$ cat src/hdl/cgi_param_pair_parser_defines.svh
// ----------------------------------------------------------------------------
// cgi param pair parser assertion macros
// concurrent checks clocked on clk and disabled during rst
// ----------------------------------------------------------------------------
`ifndef CGI_PARAM_PAIR_PARSER_DEFINES_SVH
`define CGI_PARAM_PAIR_PARSER_DEFINES_SVH

`ifndef NO_ASSERTIONS
// consequent must hold in the same cycle
`define CPP_ASSERT_SAME(lbl, ante, cons) \
  lbl: assert property (@(posedge clk) disable iff (rst) (ante) |-> (cons)) \
    else $error("cpp check failed");
// consequent must hold in the following cycle
`define CPP_ASSERT_NEXT(lbl, ante, cons) \
  lbl: assert property (@(posedge clk) disable iff (rst) (ante) |=> (cons)) \
    else $error("cpp check failed");
`else
`define CPP_ASSERT_SAME(lbl, ante, cons)
`define CPP_ASSERT_NEXT(lbl, ante, cons)
`endif

`endif

$ cat src/hdl/cpp_pkg.sv
// ----------------------------------------------------------------------------
// cpp_pkg
// shared types and constants of the cgi parameter pair parser
// ----------------------------------------------------------------------------
package cpp_pkg;

  localparam int PREFIX_LEN = 5;
  localparam int LEN_W      = 31;
  localparam int MAX_RES    = 6;
  localparam int CNT_W      = 3;
  localparam int TDATA_W    = 72;
  localparam int TUSER_W    = 4;

  // "HTTP_" with the first character in the top byte
  localparam logic [8*PREFIX_LEN-1:0] HDR_PREFIX = 40'h48_54_54_50_5F;

  localparam logic [7:0] CH_UNDER = 8'h5F;
  localparam logic [7:0] CH_DASH  = 8'h2D;
  localparam logic [7:0] CH_UP_A  = 8'h41;
  localparam logic [7:0] CH_UP_Z  = 8'h5A;
  localparam logic [7:0] CASE_OFS = 8'h20;

  typedef enum logic [2:0] {
    PH_NLEN     = 3'd0,
    PH_NLEN_EXT = 3'd1,
    PH_VLEN     = 3'd2,
    PH_VLEN_EXT = 3'd3,
    PH_NAME     = 3'd4,
    PH_VALUE    = 3'd5
  } phase_t;

  typedef enum logic [2:0] {
    PART_NAME  = 3'd0,
    PART_VALUE = 3'd1,
    PART_EMPTY = 3'd2,
    PART_END   = 3'd3,
    PART_TRUNC = 3'd4
  } part_t;

  typedef struct packed {
    logic [7:0]       out_byte;
    part_t            part;
    logic             header_bit;
    logic             last_of_part;
    logic [LEN_W-1:0] name_length;
    logic [LEN_W-1:0] value_length;
    logic             last_result;
  } res_t;

  typedef struct packed {
    res_t [MAX_RES-1:0] item;
    logic [CNT_W-1:0]   cnt;
  } bundle_t;

  function automatic res_t mk_res(logic [7:0] b, part_t p, logic hdr, logic lastp,
                                  logic [LEN_W-1:0] nl, logic [LEN_W-1:0] vl);
    res_t r;
    r.out_byte     = b;
    r.part         = p;
    r.header_bit   = hdr;
    r.last_of_part = lastp;
    r.name_length  = nl;
    r.value_length = vl;
    r.last_result  = 1'b0;
    return r;
  endfunction

  function automatic res_t mk_marker(part_t p);
    return mk_res(8'h00, p, 1'b0, 1'b0, '0, '0);
  endfunction

endpackage

$ cat src/hdl/cpp_step.sv
// ----------------------------------------------------------------------------
// cpp_step
// parser state and single-pass decode of one registered input byte
// ----------------------------------------------------------------------------
module cpp_step (
  input  logic                clk,
  input  logic                rst,
  input  logic                adv,
  input  logic                mode,
  input  logic [7:0]          data_byte,
  input  logic                last_in_record,
  output cpp_pkg::bundle_t    bnd
);

  cpp_pkg::phase_t                 phase, phase_next;
  logic [1:0]                      ext_cnt, ext_cnt_next;
  logic [cpp_pkg::LEN_W-1:0]       name_len, name_len_next;
  logic [cpp_pkg::LEN_W-1:0]       value_len, value_len_next;
  logic [cpp_pkg::LEN_W-1:0]       bytes_left, bytes_left_next;
  logic [cpp_pkg::CNT_W-1:0]       hold_cnt, hold_cnt_next;
  logic                            hdr, hdr_next;
  logic                            next_upper, next_upper_next;
  logic [7:0]                      hold [cpp_pkg::PREFIX_LEN];
  logic                            hold_we;

  logic [cpp_pkg::LEN_W-1:0]       bl_dec;
  logic [cpp_pkg::LEN_W-1:0]       shown_nl;
  logic [cpp_pkg::CNT_W-1:0]       n;
  logic [7:0]                      ob;
  logic                            mid;

  always_comb begin
    phase_next      = phase;
    ext_cnt_next    = ext_cnt;
    name_len_next   = name_len;
    value_len_next  = value_len;
    bytes_left_next = bytes_left;
    hold_cnt_next   = hold_cnt;
    hdr_next        = hdr;
    next_upper_next = next_upper;
    hold_we         = 1'b0;
    bnd             = '0;
    n               = '0;
    ob              = data_byte;
    bl_dec          = bytes_left - cpp_pkg::LEN_W'(1);
    shown_nl        = hdr ? (name_len - cpp_pkg::LEN_W'(cpp_pkg::PREFIX_LEN)) : name_len;

    if (mode) begin
      if (phase != cpp_pkg::PH_NLEN && phase <= cpp_pkg::PH_VALUE) begin
        bnd.item[n] = cpp_pkg::mk_marker(cpp_pkg::PART_TRUNC);
        n = n + 3'd1;
      end
      phase_next      = cpp_pkg::PH_NLEN;
      ext_cnt_next    = '0;
      name_len_next   = '0;
      value_len_next  = '0;
      bytes_left_next = '0;
      hold_cnt_next   = '0;
      hdr_next        = 1'b0;
      next_upper_next = 1'b1;
      bnd.item[n] = cpp_pkg::mk_marker(cpp_pkg::PART_END);
      n = n + 3'd1;
    end else begin
      unique case (phase)
        cpp_pkg::PH_NLEN_EXT: begin
          name_len_next = {name_len[cpp_pkg::LEN_W-9:0], data_byte};
          ext_cnt_next  = ext_cnt - 2'd1;
          if (ext_cnt == 2'd1) begin
            phase_next = cpp_pkg::PH_VLEN;
          end
        end
        cpp_pkg::PH_VLEN, cpp_pkg::PH_VLEN_EXT: begin
          if (phase == cpp_pkg::PH_VLEN && data_byte[7]) begin
            value_len_next = cpp_pkg::LEN_W'(data_byte[6:0]);
            ext_cnt_next   = 2'd3;
            phase_next     = cpp_pkg::PH_VLEN_EXT;
          end else begin
            if (phase == cpp_pkg::PH_VLEN) begin
              value_len_next = cpp_pkg::LEN_W'(data_byte);
            end else begin
              value_len_next = {value_len[cpp_pkg::LEN_W-9:0], data_byte};
              ext_cnt_next   = ext_cnt - 2'd1;
            end
            // lengths complete
            if (phase == cpp_pkg::PH_VLEN || ext_cnt == 2'd1) begin
              hold_cnt_next   = '0;
              hdr_next        = 1'b0;
              next_upper_next = 1'b1;
              if (name_len != '0) begin
                phase_next      = cpp_pkg::PH_NAME;
                bytes_left_next = name_len;
              end else if (value_len_next != '0) begin
                phase_next      = cpp_pkg::PH_VALUE;
                bytes_left_next = value_len_next;
              end else begin
                bnd.item[n] = cpp_pkg::mk_marker(cpp_pkg::PART_EMPTY);
                n = n + 3'd1;
                phase_next = cpp_pkg::PH_NLEN;
              end
            end
          end
        end
        cpp_pkg::PH_NAME: begin
          bytes_left_next = bl_dec;
          if (!hdr && name_len > cpp_pkg::LEN_W'(cpp_pkg::PREFIX_LEN)
              && hold_cnt < cpp_pkg::CNT_W'(cpp_pkg::PREFIX_LEN)) begin
            hold_we       = 1'b1;
            hold_cnt_next = hold_cnt + 3'd1;
            if (hold_cnt_next == cpp_pkg::CNT_W'(cpp_pkg::PREFIX_LEN)) begin
              if ({hold[0], hold[1], hold[2], hold[3], data_byte} == cpp_pkg::HDR_PREFIX) begin
                hdr_next = 1'b1;
              end else begin
                // release the held prefix unchanged
                for (int i = 0; i < cpp_pkg::PREFIX_LEN - 1; i++) begin
                  bnd.item[i] = cpp_pkg::mk_res(hold[i], cpp_pkg::PART_NAME, 1'b0, 1'b0,
                                                name_len, value_len);
                end
                bnd.item[cpp_pkg::PREFIX_LEN-1] = cpp_pkg::mk_res(data_byte,
                  cpp_pkg::PART_NAME, 1'b0, 1'b0, name_len, value_len);
                n = cpp_pkg::CNT_W'(cpp_pkg::PREFIX_LEN);
              end
            end
          end else begin
            if (hdr) begin
              if (data_byte == cpp_pkg::CH_UNDER) begin
                ob              = cpp_pkg::CH_DASH;
                next_upper_next = 1'b1;
              end else begin
                if (!next_upper && data_byte >= cpp_pkg::CH_UP_A
                    && data_byte <= cpp_pkg::CH_UP_Z) begin
                  ob = data_byte + cpp_pkg::CASE_OFS;
                end
                next_upper_next = 1'b0;
              end
            end
            bnd.item[n] = cpp_pkg::mk_res(ob, cpp_pkg::PART_NAME, hdr, bl_dec == '0,
                                          shown_nl, value_len);
            n = n + 3'd1;
          end
          if (bl_dec == '0) begin
            if (value_len != '0) begin
              phase_next      = cpp_pkg::PH_VALUE;
              bytes_left_next = value_len;
            end else begin
              phase_next = cpp_pkg::PH_NLEN;
            end
          end
        end
        cpp_pkg::PH_VALUE: begin
          bytes_left_next = bl_dec;
          bnd.item[n] = cpp_pkg::mk_res(data_byte, cpp_pkg::PART_VALUE, hdr, bl_dec == '0,
                                        shown_nl, value_len);
          n = n + 3'd1;
          if (bl_dec == '0) begin
            phase_next = cpp_pkg::PH_NLEN;
          end
        end
        default: begin
          if (data_byte[7]) begin
            name_len_next = cpp_pkg::LEN_W'(data_byte[6:0]);
            ext_cnt_next  = 2'd3;
            phase_next    = cpp_pkg::PH_NLEN_EXT;
          end else begin
            name_len_next = cpp_pkg::LEN_W'(data_byte);
            phase_next    = cpp_pkg::PH_VLEN;
          end
        end
      endcase

      // record ended inside a pair
      if (last_in_record && phase_next != cpp_pkg::PH_NLEN
          && phase_next <= cpp_pkg::PH_VALUE) begin
        bnd.item[n] = cpp_pkg::mk_marker(cpp_pkg::PART_TRUNC);
        n = n + 3'd1;
        phase_next      = cpp_pkg::PH_NLEN;
        ext_cnt_next    = '0;
        name_len_next   = '0;
        value_len_next  = '0;
        bytes_left_next = '0;
        hold_cnt_next   = '0;
        hdr_next        = 1'b0;
        next_upper_next = 1'b1;
      end
    end

    if (n != '0) begin
      bnd.item[n - 3'd1].last_result = 1'b1;
    end
    bnd.cnt = n;
  end

  assign mid = (phase != cpp_pkg::PH_NLEN) && (phase <= cpp_pkg::PH_VALUE);

  always_ff @(posedge clk) begin
    if (rst) begin
      phase      <= cpp_pkg::PH_NLEN;
      ext_cnt    <= '0;
      name_len   <= '0;
      value_len  <= '0;
      bytes_left <= '0;
      hold_cnt   <= '0;
      hdr        <= 1'b0;
      next_upper <= 1'b1;
    end else if (adv) begin
      phase      <= phase_next;
      ext_cnt    <= ext_cnt_next;
      name_len   <= name_len_next;
      value_len  <= value_len_next;
      bytes_left <= bytes_left_next;
      hold_cnt   <= hold_cnt_next;
      hdr        <= hdr_next;
      next_upper <= next_upper_next;
    end
  end

  // held prefix bytes, written only for the current pair before being read
  always_ff @(posedge clk) begin
    if (adv && hold_we && !mode && mid) begin
      hold[hold_cnt] <= data_byte;
    end
  end

endmodule

$ cat src/hdl/cpp_outbuf.sv
// ----------------------------------------------------------------------------
// cpp_outbuf
// result register for the results of one item, drained one per cycle on take
// ----------------------------------------------------------------------------
module cpp_outbuf (
  input  logic                        clk,
  input  logic                        rst,
  input  logic                        load,
  input  cpp_pkg::bundle_t            bnd,
  input  logic                        take,
  output logic                        free,
  output logic                        avail,
  output logic [cpp_pkg::CNT_W-1:0]   cnt,
  output cpp_pkg::res_t               cur
);

  cpp_pkg::res_t [cpp_pkg::MAX_RES-1:0] items;
  logic [cpp_pkg::CNT_W-1:0]            idx;

  assign avail = (cnt != '0);
  assign cur   = items[idx];
  // empty, or the final pending result leaves this cycle
  assign free  = (cnt == '0) || (cnt == 3'd1 && take);

  always_ff @(posedge clk) begin
    if (rst) begin
      cnt <= '0;
      idx <= '0;
    end else if (load) begin
      cnt <= bnd.cnt;
      idx <= '0;
    end else if (avail && take) begin
      cnt <= cnt - 3'd1;
      idx <= idx + 3'd1;
    end
  end

  always_ff @(posedge clk) begin
    if (load) begin
      items <= bnd.item;
    end
  end

endmodule

$ cat src/hdl/cgi_param_pair_parser.sv
// ----------------------------------------------------------------------------
// cgi_param_pair_parser
// fastcgi style name/value pair decoder, one record byte per transaction
// ----------------------------------------------------------------------------
//
//  channel | dir | tdata                         | tuser            | tlast
//  --------+-----+-------------------------------+------------------+---------------
//  s_*     | in  | data_byte                     | mode             | last_in_record
//  m_*     | out | out_byte, last_of_part,       | part, header_bit | last_result
//          |     | name_length, value_length     |                  |
//
//  sustained rate is one input transaction per cycle while each byte yields at
//  most one result and m_tready is high; a byte passes the input register, then
//  the result register. a byte that releases a held prefix yields five or six
//  results, drained one per cycle from the result register while m_tready is
//  high; the input register takes one more byte meanwhile, then s_tready drops
//  until the last pending result is taken. rst is synchronous and clears the
//  parser state and both valid stages; there is no clearing pass, the held
//  prefix bytes have no reset
`include "cgi_param_pair_parser_defines.svh"

module cgi_param_pair_parser (
  input  logic                          clk,
  input  logic                          rst,
  input  logic                          s_tvalid,
  output logic                          s_tready,
  input  logic [7:0]                    s_tdata,   // [7:0] data_byte
  input  logic                          s_tlast,   // last_in_record
  input  logic [0:0]                    s_tuser,   // [0] mode
  output logic                          m_tvalid,
  input  logic                          m_tready,
  output logic [cpp_pkg::TDATA_W-1:0]   m_tdata,   // [7:0] out_byte, [8] last_of_part,
                                                   // [39:9] name_length,
                                                   // [70:40] value_length, [71] zero
  output logic                          m_tlast,   // last_result
  output logic [cpp_pkg::TUSER_W-1:0]   m_tuser    // [2:0] part, [3] header_bit
);

  // input register
  logic                      in_valid;
  logic                      in_mode;
  logic [7:0]                in_byte;
  logic                      in_last;

  // step to result register
  cpp_pkg::bundle_t          bnd;
  cpp_pkg::res_t             cur;
  logic                      adv;
  logic                      ob_free;
  logic                      ob_avail;
  logic [cpp_pkg::CNT_W-1:0] ob_cnt;

  // the registered byte moves on once the result register can take its results
  assign adv      = in_valid && ob_free;
  assign s_tready = !in_valid || ob_free;

  always_ff @(posedge clk) begin
    if (rst) begin
      in_valid <= 1'b0;
    end else if (s_tready) begin
      in_valid <= s_tvalid;
    end
  end

  // payload capture, no reset needed
  always_ff @(posedge clk) begin
    if (s_tvalid && s_tready) begin
      in_mode <= s_tuser[0];
      in_byte <= s_tdata;
      in_last <= s_tlast;
    end
  end

  // length decode, prefix detection and header name reformat
  cpp_step u_step (
    .clk            (clk),
    .rst            (rst),
    .adv            (adv),
    .mode           (in_mode),
    .data_byte      (in_byte),
    .last_in_record (in_last),
    .bnd            (bnd)
  );

  // result register, drained onto the master side
  cpp_outbuf u_outbuf (
    .clk   (clk),
    .rst   (rst),
    .load  (adv),
    .bnd   (bnd),
    .take  (m_tready),
    .free  (ob_free),
    .avail (ob_avail),
    .cnt   (ob_cnt),
    .cur   (cur)
  );

  assign m_tvalid = ob_avail;
  assign m_tdata  = {1'b0, cur.value_length, cur.name_length, cur.last_of_part,
                     cur.out_byte};
  assign m_tuser  = {cur.header_bit, cur.part};
  assign m_tlast  = cur.last_result;

  // the last result of an item is always the final entry of the result register
  `CPP_ASSERT_SAME(a_last_is_final, m_tvalid && m_tlast, ob_cnt == 3'd1)
  // an item that produced results shows them in the next cycle
  `CPP_ASSERT_NEXT(a_load_shows, adv && bnd.cnt != '0, m_tvalid)
  // an item producing no results leaves the result register empty
  `CPP_ASSERT_NEXT(a_empty_load, adv && bnd.cnt == '0, !m_tvalid)
  // an empty input register always accepts
  `CPP_ASSERT_SAME(a_ready_when_empty, !in_valid, s_tready)

endmodule

$ cat config.mk
export PLATFORM = sky130hd
export DESIGN_NAME = cgi_param_pair_parser
export DESIGN_NICKNAME = d
export VERILOG_FILES = /design/src/hdl/cpp_pkg.sv /design/src/hdl/cpp_step.sv /design/src/hdl/cpp_outbuf.sv /design/src/hdl/cgi_param_pair_parser.sv
export VERILOG_INCLUDE_DIRS = /design/src /design/src/hdl
export SDC_FILE = /design/constraint.sdc
export NUM_CORES = 1
export LEC_CHECK = 0
export BUFFER_PORTS_ARGS = -buffer_cell sky130_fd_sc_hd__buf_2
export CAP_MARGIN = 30
export CORE_MARGIN = 5
export CORE_UTILIZATION = 50
export DETAILED_ROUTE_END_ITERATION = 8
export GPL_ROUTABILITY_DRIVEN = 0
export PLACE_DENSITY = 0.7
export SETUP_SLACK_MARGIN = 0.15
export SYNTH_ARGS = -nofsm -noshare
export SYNTH_HDL_FRONTEND = slang
export SYNTH_HIERARCHICAL = 1
export SYNTH_SLANG_ARGS = --single-unit
export TNS_END_PERCENT = 1
$ cat constraint.sdc
create_clock -name clk -period 30.9 [get_ports clk]
set_clock_uncertainty 0.1 [all_clocks]
set_input_delay 6.18 -clock clk [delete_from_list [all_inputs] [get_ports clk]]
set_output_delay 6.18 -clock clk [all_outputs]
set_load 0.005 [all_outputs]
### Yosys cells after proc, flatten, opt, wreduce, memory -nomap -nowiden

Memories as Yosys holds them, arrays and structs flattened.
Index checks and enable logic that the tools add are counted.
W data, S select, Z words.

| cells by class | value |
|---|---|
| magnitude comparators | 13 |
| reduce and logical (&&, ||, !) cells | 50 |
| bitwise operators | 6 |
| multiplexer cells | 111 |
| equality and inequality tests | 21 |
| $add $sub $neg | 10 |

Operators by type and width:

| cell | count |
|---|---|
| $mux W456 | 3 |
| $mux W304 | 3 |
| $mux W380 | 2 |
| $demux W76 S3 | 3 |
| $mux W76 | 9 |
| $mux W31 | 19 |
| $bwmux W456 | 1 |
| $and A375 B450 Y450 | 1 |
| $not A450 Y450 | 1 |
| $and A74 B444 Y444 | 1 |
| $not A444 Y444 | 1 |
| $bmux W76 S3 | 1 |
| $pmux W76 S3 | 1 |
| $pmux W31 S3 | 1 |
| $reduce_bool A31 Y1 | 3 |
| $mux W3 | 28 |
| $mux W68 | 1 |
| $mux W67 | 1 |
| $pmux W31 S2 | 1 |
| $eq A40 B39 Y1 const B | 1 |
| $gt A31 B3 Y1 const B | 1 |
| $logic_not A31 Y1 | 1 |
| $sub A31 B1 Y31 const B | 1 |
| $sub A31 B3 Y31 const B | 1 |
| other kinds (45) | 125 |

| storage, ports and cells | value |
|---|---|
| input bits | 14 |
| memory bits (writable) | 40 |
| output and inout port bits | 79 |
| logic and storage cells | 268 |
| memories kept | 1 |
| flip-flop bits (word level) | 576 |

Memory list:

| memory | depth | bits a word | read ports | clocked after memory_dff | write ports | RTL line | source |
|---|---|---|---|---|---|---|---|
| u_step.hold | 5 | 8 | 4 | 0 | 1 | cpp_step.sv:23 | `logic [7:0] hold [cpp_pkg::PREFIX_LEN];` |

### Logic depth before layout (Yosys ltp)

| logic depth | value |
|---|---|
| depth after elaboration | 24 |
| depth in mapped cells | 20 |
| mapped depth without buffers | 18 |

### Modules after synthesis

Netlist, hierarchy kept.

Modules (own cells, without submodules):

| module | cells each | area each (µm²) | instances | seq. area each (µm²) |
|---|---|---|---|---|
| cpp_outbuf | 931 | 17673.2 | 1 | 13813.2 |
| cpp_step | 1509 | 11363.4 | 1 | 3022.9 |
| cgi_param_pair_parser | 18 | 374.1 | 1 | 320.3 |

### Least setup slack after synthesis

Ideal clock, no wire load.

| path | value |
|---|---|
| kind | input to register |
| from | in m_tready |
| to | mem u_step.hold[3][0] (enable) |
| stages on the path | 8 |
| slack | 16952 ps |
| setup time | 370 ps |
| arrival | 13478 ps |
| cell sequence | a21oi_1 > nor2_1 > and2_2 > clkbuf_1 > inv_1 > or4_1 > or2_2 > nor2_1 |

| between the ends | value |
|---|---|
| cells in the longest elaborated chain, start to end | 8 |

RTL lines:

| what | RTL line | source |
|---|---|---|
| start, declared | cgi_param_pair_parser.sv:31 | `input logic m_tready,` |
| $logic_and A1 B1 Y1 | cpp_outbuf.sv:23 | `assign free = (cnt == '0) \|\| (cnt == 3'd1 && take);` |
| $logic_or A1 B1 Y1 | cpp_outbuf.sv:23 |  |
| named net ob_free | cgi_param_pair_parser.sv:49 | `logic ob_free;` |
| $logic_and A1 B1 Y1 | cgi_param_pair_parser.sv:54 | `assign adv = in_valid && ob_free;` |
| named net adv | cgi_param_pair_parser.sv:48 | `logic adv;` |
| $logic_and A1 B1 Y1 (3 in a row) | cpp_step.sv:218 | `if (adv && hold_we && !mode && mid) begin` |
| $mux W1 | cpp_step.sv:218 |  |
| $mux W1 (not written as such) | cpp_step.sv:219 | `hold[hold_cnt] <= data_byte;` |
| end, declared | cpp_step.sv:23 |  |

The timed path passes the listed nets, and every way through them passes these cells.

### Worst setup path after layout

| path | value |
|---|---|
| from | in m_tready |
| to | out s_tready |

| between the ends | value |
|---|---|
| cells in the longest elaborated chain, start to end | 3 |

RTL lines:

| what | RTL line | source |
|---|---|---|
| $logic_and A1 B1 Y1 | cpp_outbuf.sv:23 |  |
| $logic_or A1 B1 Y1 | cpp_outbuf.sv:23 |  |
| named net ob_free | cgi_param_pair_parser.sv:49 |  |
| $logic_or A1 B1 Y1 | cgi_param_pair_parser.sv:55 | `assign s_tready = !in_valid \|\| ob_free;` |
| end, declared | cgi_param_pair_parser.sv:26 | `output logic s_tready,` |

The timed path passes the listed nets, and every way through them passes these cells.

==> results.json <==
{
  "crit_fanout": 8,
  "drtPass1Iterations": 5,
  "antenna_found_initial": 0,
  "reg2reg_depth": 15,
  "drtAntennaViolNets": 0,
  "die_h_um": 253,
  "via_count": 19200,
  "hold_path.startpoint": "u_step/bytes_left[30]",
  "crit_type": "in -> out",
  "synth_cells": 2458,
  "final_cell_mix": "edfxtp_1 (498), and3_1 (213), mux2i_1 (153), nand2_1 (141), nor2_1 (121)",
  "relSlewSlack_pct": 27.0,
  "fmax_mhz": 76.2,
  "post-route-util_pct": 54.0,
  "grt_pass1_vias": 18800,
  "port_buffers": 91,
  "rsz0062_at_grt": "no",
  "slowest_stage": "buf_2",
  "busiest_layer": "met2",
  "wire_per_inst_um": 21.7,
  "cts-root-buf": "clkbuf_16",
  "hold_path_class": "reg -> reg",
  "hold_depth": 1,
  "hpwl_um": 42300,
  "rows": 89,
  "end_kind": "primary output",
  "ys_seq_area_share_pct": 58.3,
  "worstMarginPinSlew_ns": 1.09,
  "drv_slew": 0,
  "post_cts_buffers": 0,
  "insertion_delay_ns": 0.63,
  "vdd_ir_drop_max_mv": 0.0573,
  "grt_max_degree": 130,
  "boundaryPins": 93,
  "vias_per_cell": 6.02,
  "fin_tns_setup_ns": 0,
  "cts.repair.resized": 0,
  "final.period_utilization_pct": 42.5,
  "synthArstFlopShare_pct": 0,
  "fp.coreArea_um2": 58700,
  "crit_path_frequent_cell": "buf_2",
  "final-setup-viol-count": 0,
  "clk_pin_slew_ns": 0.06,
  "final.setup.worst_slack_ns": 17.77,
  "reg2reg_from": "u_step/bytes_left[12]",
  "cts_tree": "built",
  "hold_end": "u_step/bytes_left[30]",
  "use_met2_pct": 34.8,
  "leakagePower_nw": 11.8,
  "drive_gt1_share_pct": 14.7,
  "p_per_area_nw_per_um2": 68.9,
  "max_stage_delay_ns": 0.16,
  "layout_commonest_cell": "edfxtp_1",
  "critical_path_required_ns": 24.62,
  "grt_overflow": 0,
  "design.die.area_um2": 63800,
  "die_w_um": 253,
  "synth_edf_count": 498,
  "drcViolationCount": 0,
  "drt_iter0_drc": 1977,
  "cts.htree.levels": 2,
  "cap_viol_max_count": 0,
  "initial_utilization_pct": 50.1,
  "period_minus_slack_ns": 13.13,
  "ctsHoldBuffers": 0,
  "cp_cell_sequence": "buf_2, a21oi_1, nor2_1, nand2b_4, buf_2",
  "synth_cell_types": 85,
  "ys_warn_count": 6,
  "place_worst_setup_slack_ns": 17.80,
  "n_antenna_cell": 0,
  "grtUsageTotal_pct": 20.9,
  "yosys_register_bits": 608,
  "grt_pass1_wl_um": 106000,
  "syn_area_um2": 29400,
  "clock-sinks": 608,
  "syn_avg_cell_area_um2": 12.0,
  "nets": 2401,
  "area_growth_syn_to_layout_pct": 7.75,
  "setup.worst_path.start_class": "input port",
  "finalHoldViolations": 0,
  "crit_arrival_ns": 6.85,
  "clockBufferDepth": 3,
  "use_met1_pct": 28.3,
  "gr-usage-met3_pct": 3.95,
  "drt_wl_total_um": 69100,
  "rr_endpoint": "u_outbuf/items[152]",
  "status": "completed",
  "ys.flop_type": "edfxtp_1",
  "r2r_slack_ns": 24.29,
  "cts_buffers": 59
}
-- sequential cells by signal, indices dropped and copies added, names as in the netlist, 2 cells and up --
| register | cells |
|---|---|
| in_byte | 8 |
| u_outbuf/cnt | 3 |
| u_outbuf/idx | 3 |
| u_outbuf/items | 456 |
| u_step/bytes_left | 31 |
| u_step/ext_cnt | 2 |
| u_step/hold | 32 |
| u_step/hold_cnt | 3 |
| u_step/name_len | 31 |
| u_step/phase | 3 |
| u_step/value_len | 31 |
-- layer usage --
metal,routed length (µm),part of all wire (%),vias up
li1,-,-,8880
met1,28900,42,9471
met2,33600,49,728
met3,5060,7.3,140
met4,1580,2.3,0
met5,0,0,-
-- cell families (layout without fill, tap and decap cells) --
| logic type | after synthesis | count (layout) | share of synthesized area (%) |
|---|---|---|---|
| xor gates and xnor gates | 26 | 26 | 0.774 |
| buffers and inverters | 403 | 274 | 7.53 |
| AOI/OAI and AO/OA | 433 | 433 | 10.6 |
| and+or+nand+nor | 738 | 738 | 13.8 |
| muxes | 229 | 229 | 8.12 |
| adders and majority gates | 19 | 19 | 0.808 |
| DFF | 608 | 608 | 58.3 |
| other | 2 | 92 | 0.0255 |
-- cell type report --
cell class	instances	area [µm²]
Clock inverter	27	304
Tap cell	773	967
Fill cell	4812	27000
Sequential cell	608	17200
Inverter	30	115
Multi-Input combinational cell	1537	10400
Timing Repair Buffer	132	892
Clock buffer	85	1830
-- where the power goes --
group | total [mW] | internal (mW) | leakage (nW) | switching [mW]
registers | 1.06 | 1.02 | 5.62 | 0.0441
clock network | 0.771 | 0.461 | 1.06 | 0.309
logic | 0.354 | 0.131 | 5.16 | 0.224
total | 2.18 | 1.61 | 11.8 | 0.577
-- cells in the mapped netlist, types with 7 or more instances --
master	number	area [µm²]
buf_1	11	41.3
or4_1	16	120
a22oi_1	9	67.6
and2_1	33	206
o221ai_1	77	674
o2bb2ai_1	17	149
a22o_1	62	543
mux2i_1	153	1530
mux2_2	76	856
buf_4	170	1280
a21oi_1	113	566
xnor2_1	14	123
nand4b_1	7	61.3
a211oi_1	10	75.1
ha_1	19	238
nor4b_1	10	87.6
xor2_1	12	105
dfxtp_1	110	2200
or2_2	10	62.6
nand3_1	14	70.1
nor4_1	34	213
buf_2	31	155
o21ai_0	45	225
a32o_1	14	140
and3_1	213	1330
o31ai_1	8	60.1
o22ai_1	24	150
nor2_1	122	458
nand2_1	141	529
nand2b_1	9	56.3
or3_1	20	125
nand4_1	14	87.6
nor3_1	60	300
edfxtp_1	498	15000
clkbuf_1	157	589
inv_1	28	105
-- critical path: cells and delay by family --
| family | cells | cell delay (ns) |
|---|---|---|
| compound gates | 1 | 0.09 |
| buf+inv | 2 | 0.27 |
| simple gates | 2 | 0.30 |
-- worst max path at each step --
| stage | from | endpoint |
|---|---|---|
| 3_3_place_gp | m_tready | s_tready |
| 2_1_floorplan | m_tready | u_step/hold[3][0] |
| 5_1_grt | m_tready | s_tready |
| 3_5_place_dp | m_tready | s_tready |
| 4_1_cts | m_tready | s_tready |
| 6_report | m_tready | s_tready |
-- stage by stage --
| step | area, µm² | hold slack, ns | std cells | total power, mW |
|---|---|---|---|---|
| 5_1_grt | 31700 | 0.413 | 3192 | 2.27 |
| 2_1_floorplan | 29700 | 0.362 | 2548 | 1.33 |
| 6_report | 31700 | 0.403 | 3192 | 2.18 |
| 3_3_place_gp | 29300 | 0.371 | 3067 | 1.41 |
| 3_5_place_dp | 29400 | 0.383 | 3075 | 1.43 |
| 4_1_cts | 31600 | 0.398 | 3187 | 2.20 |
No activity file was read; power rests on OpenSTA's default activity.
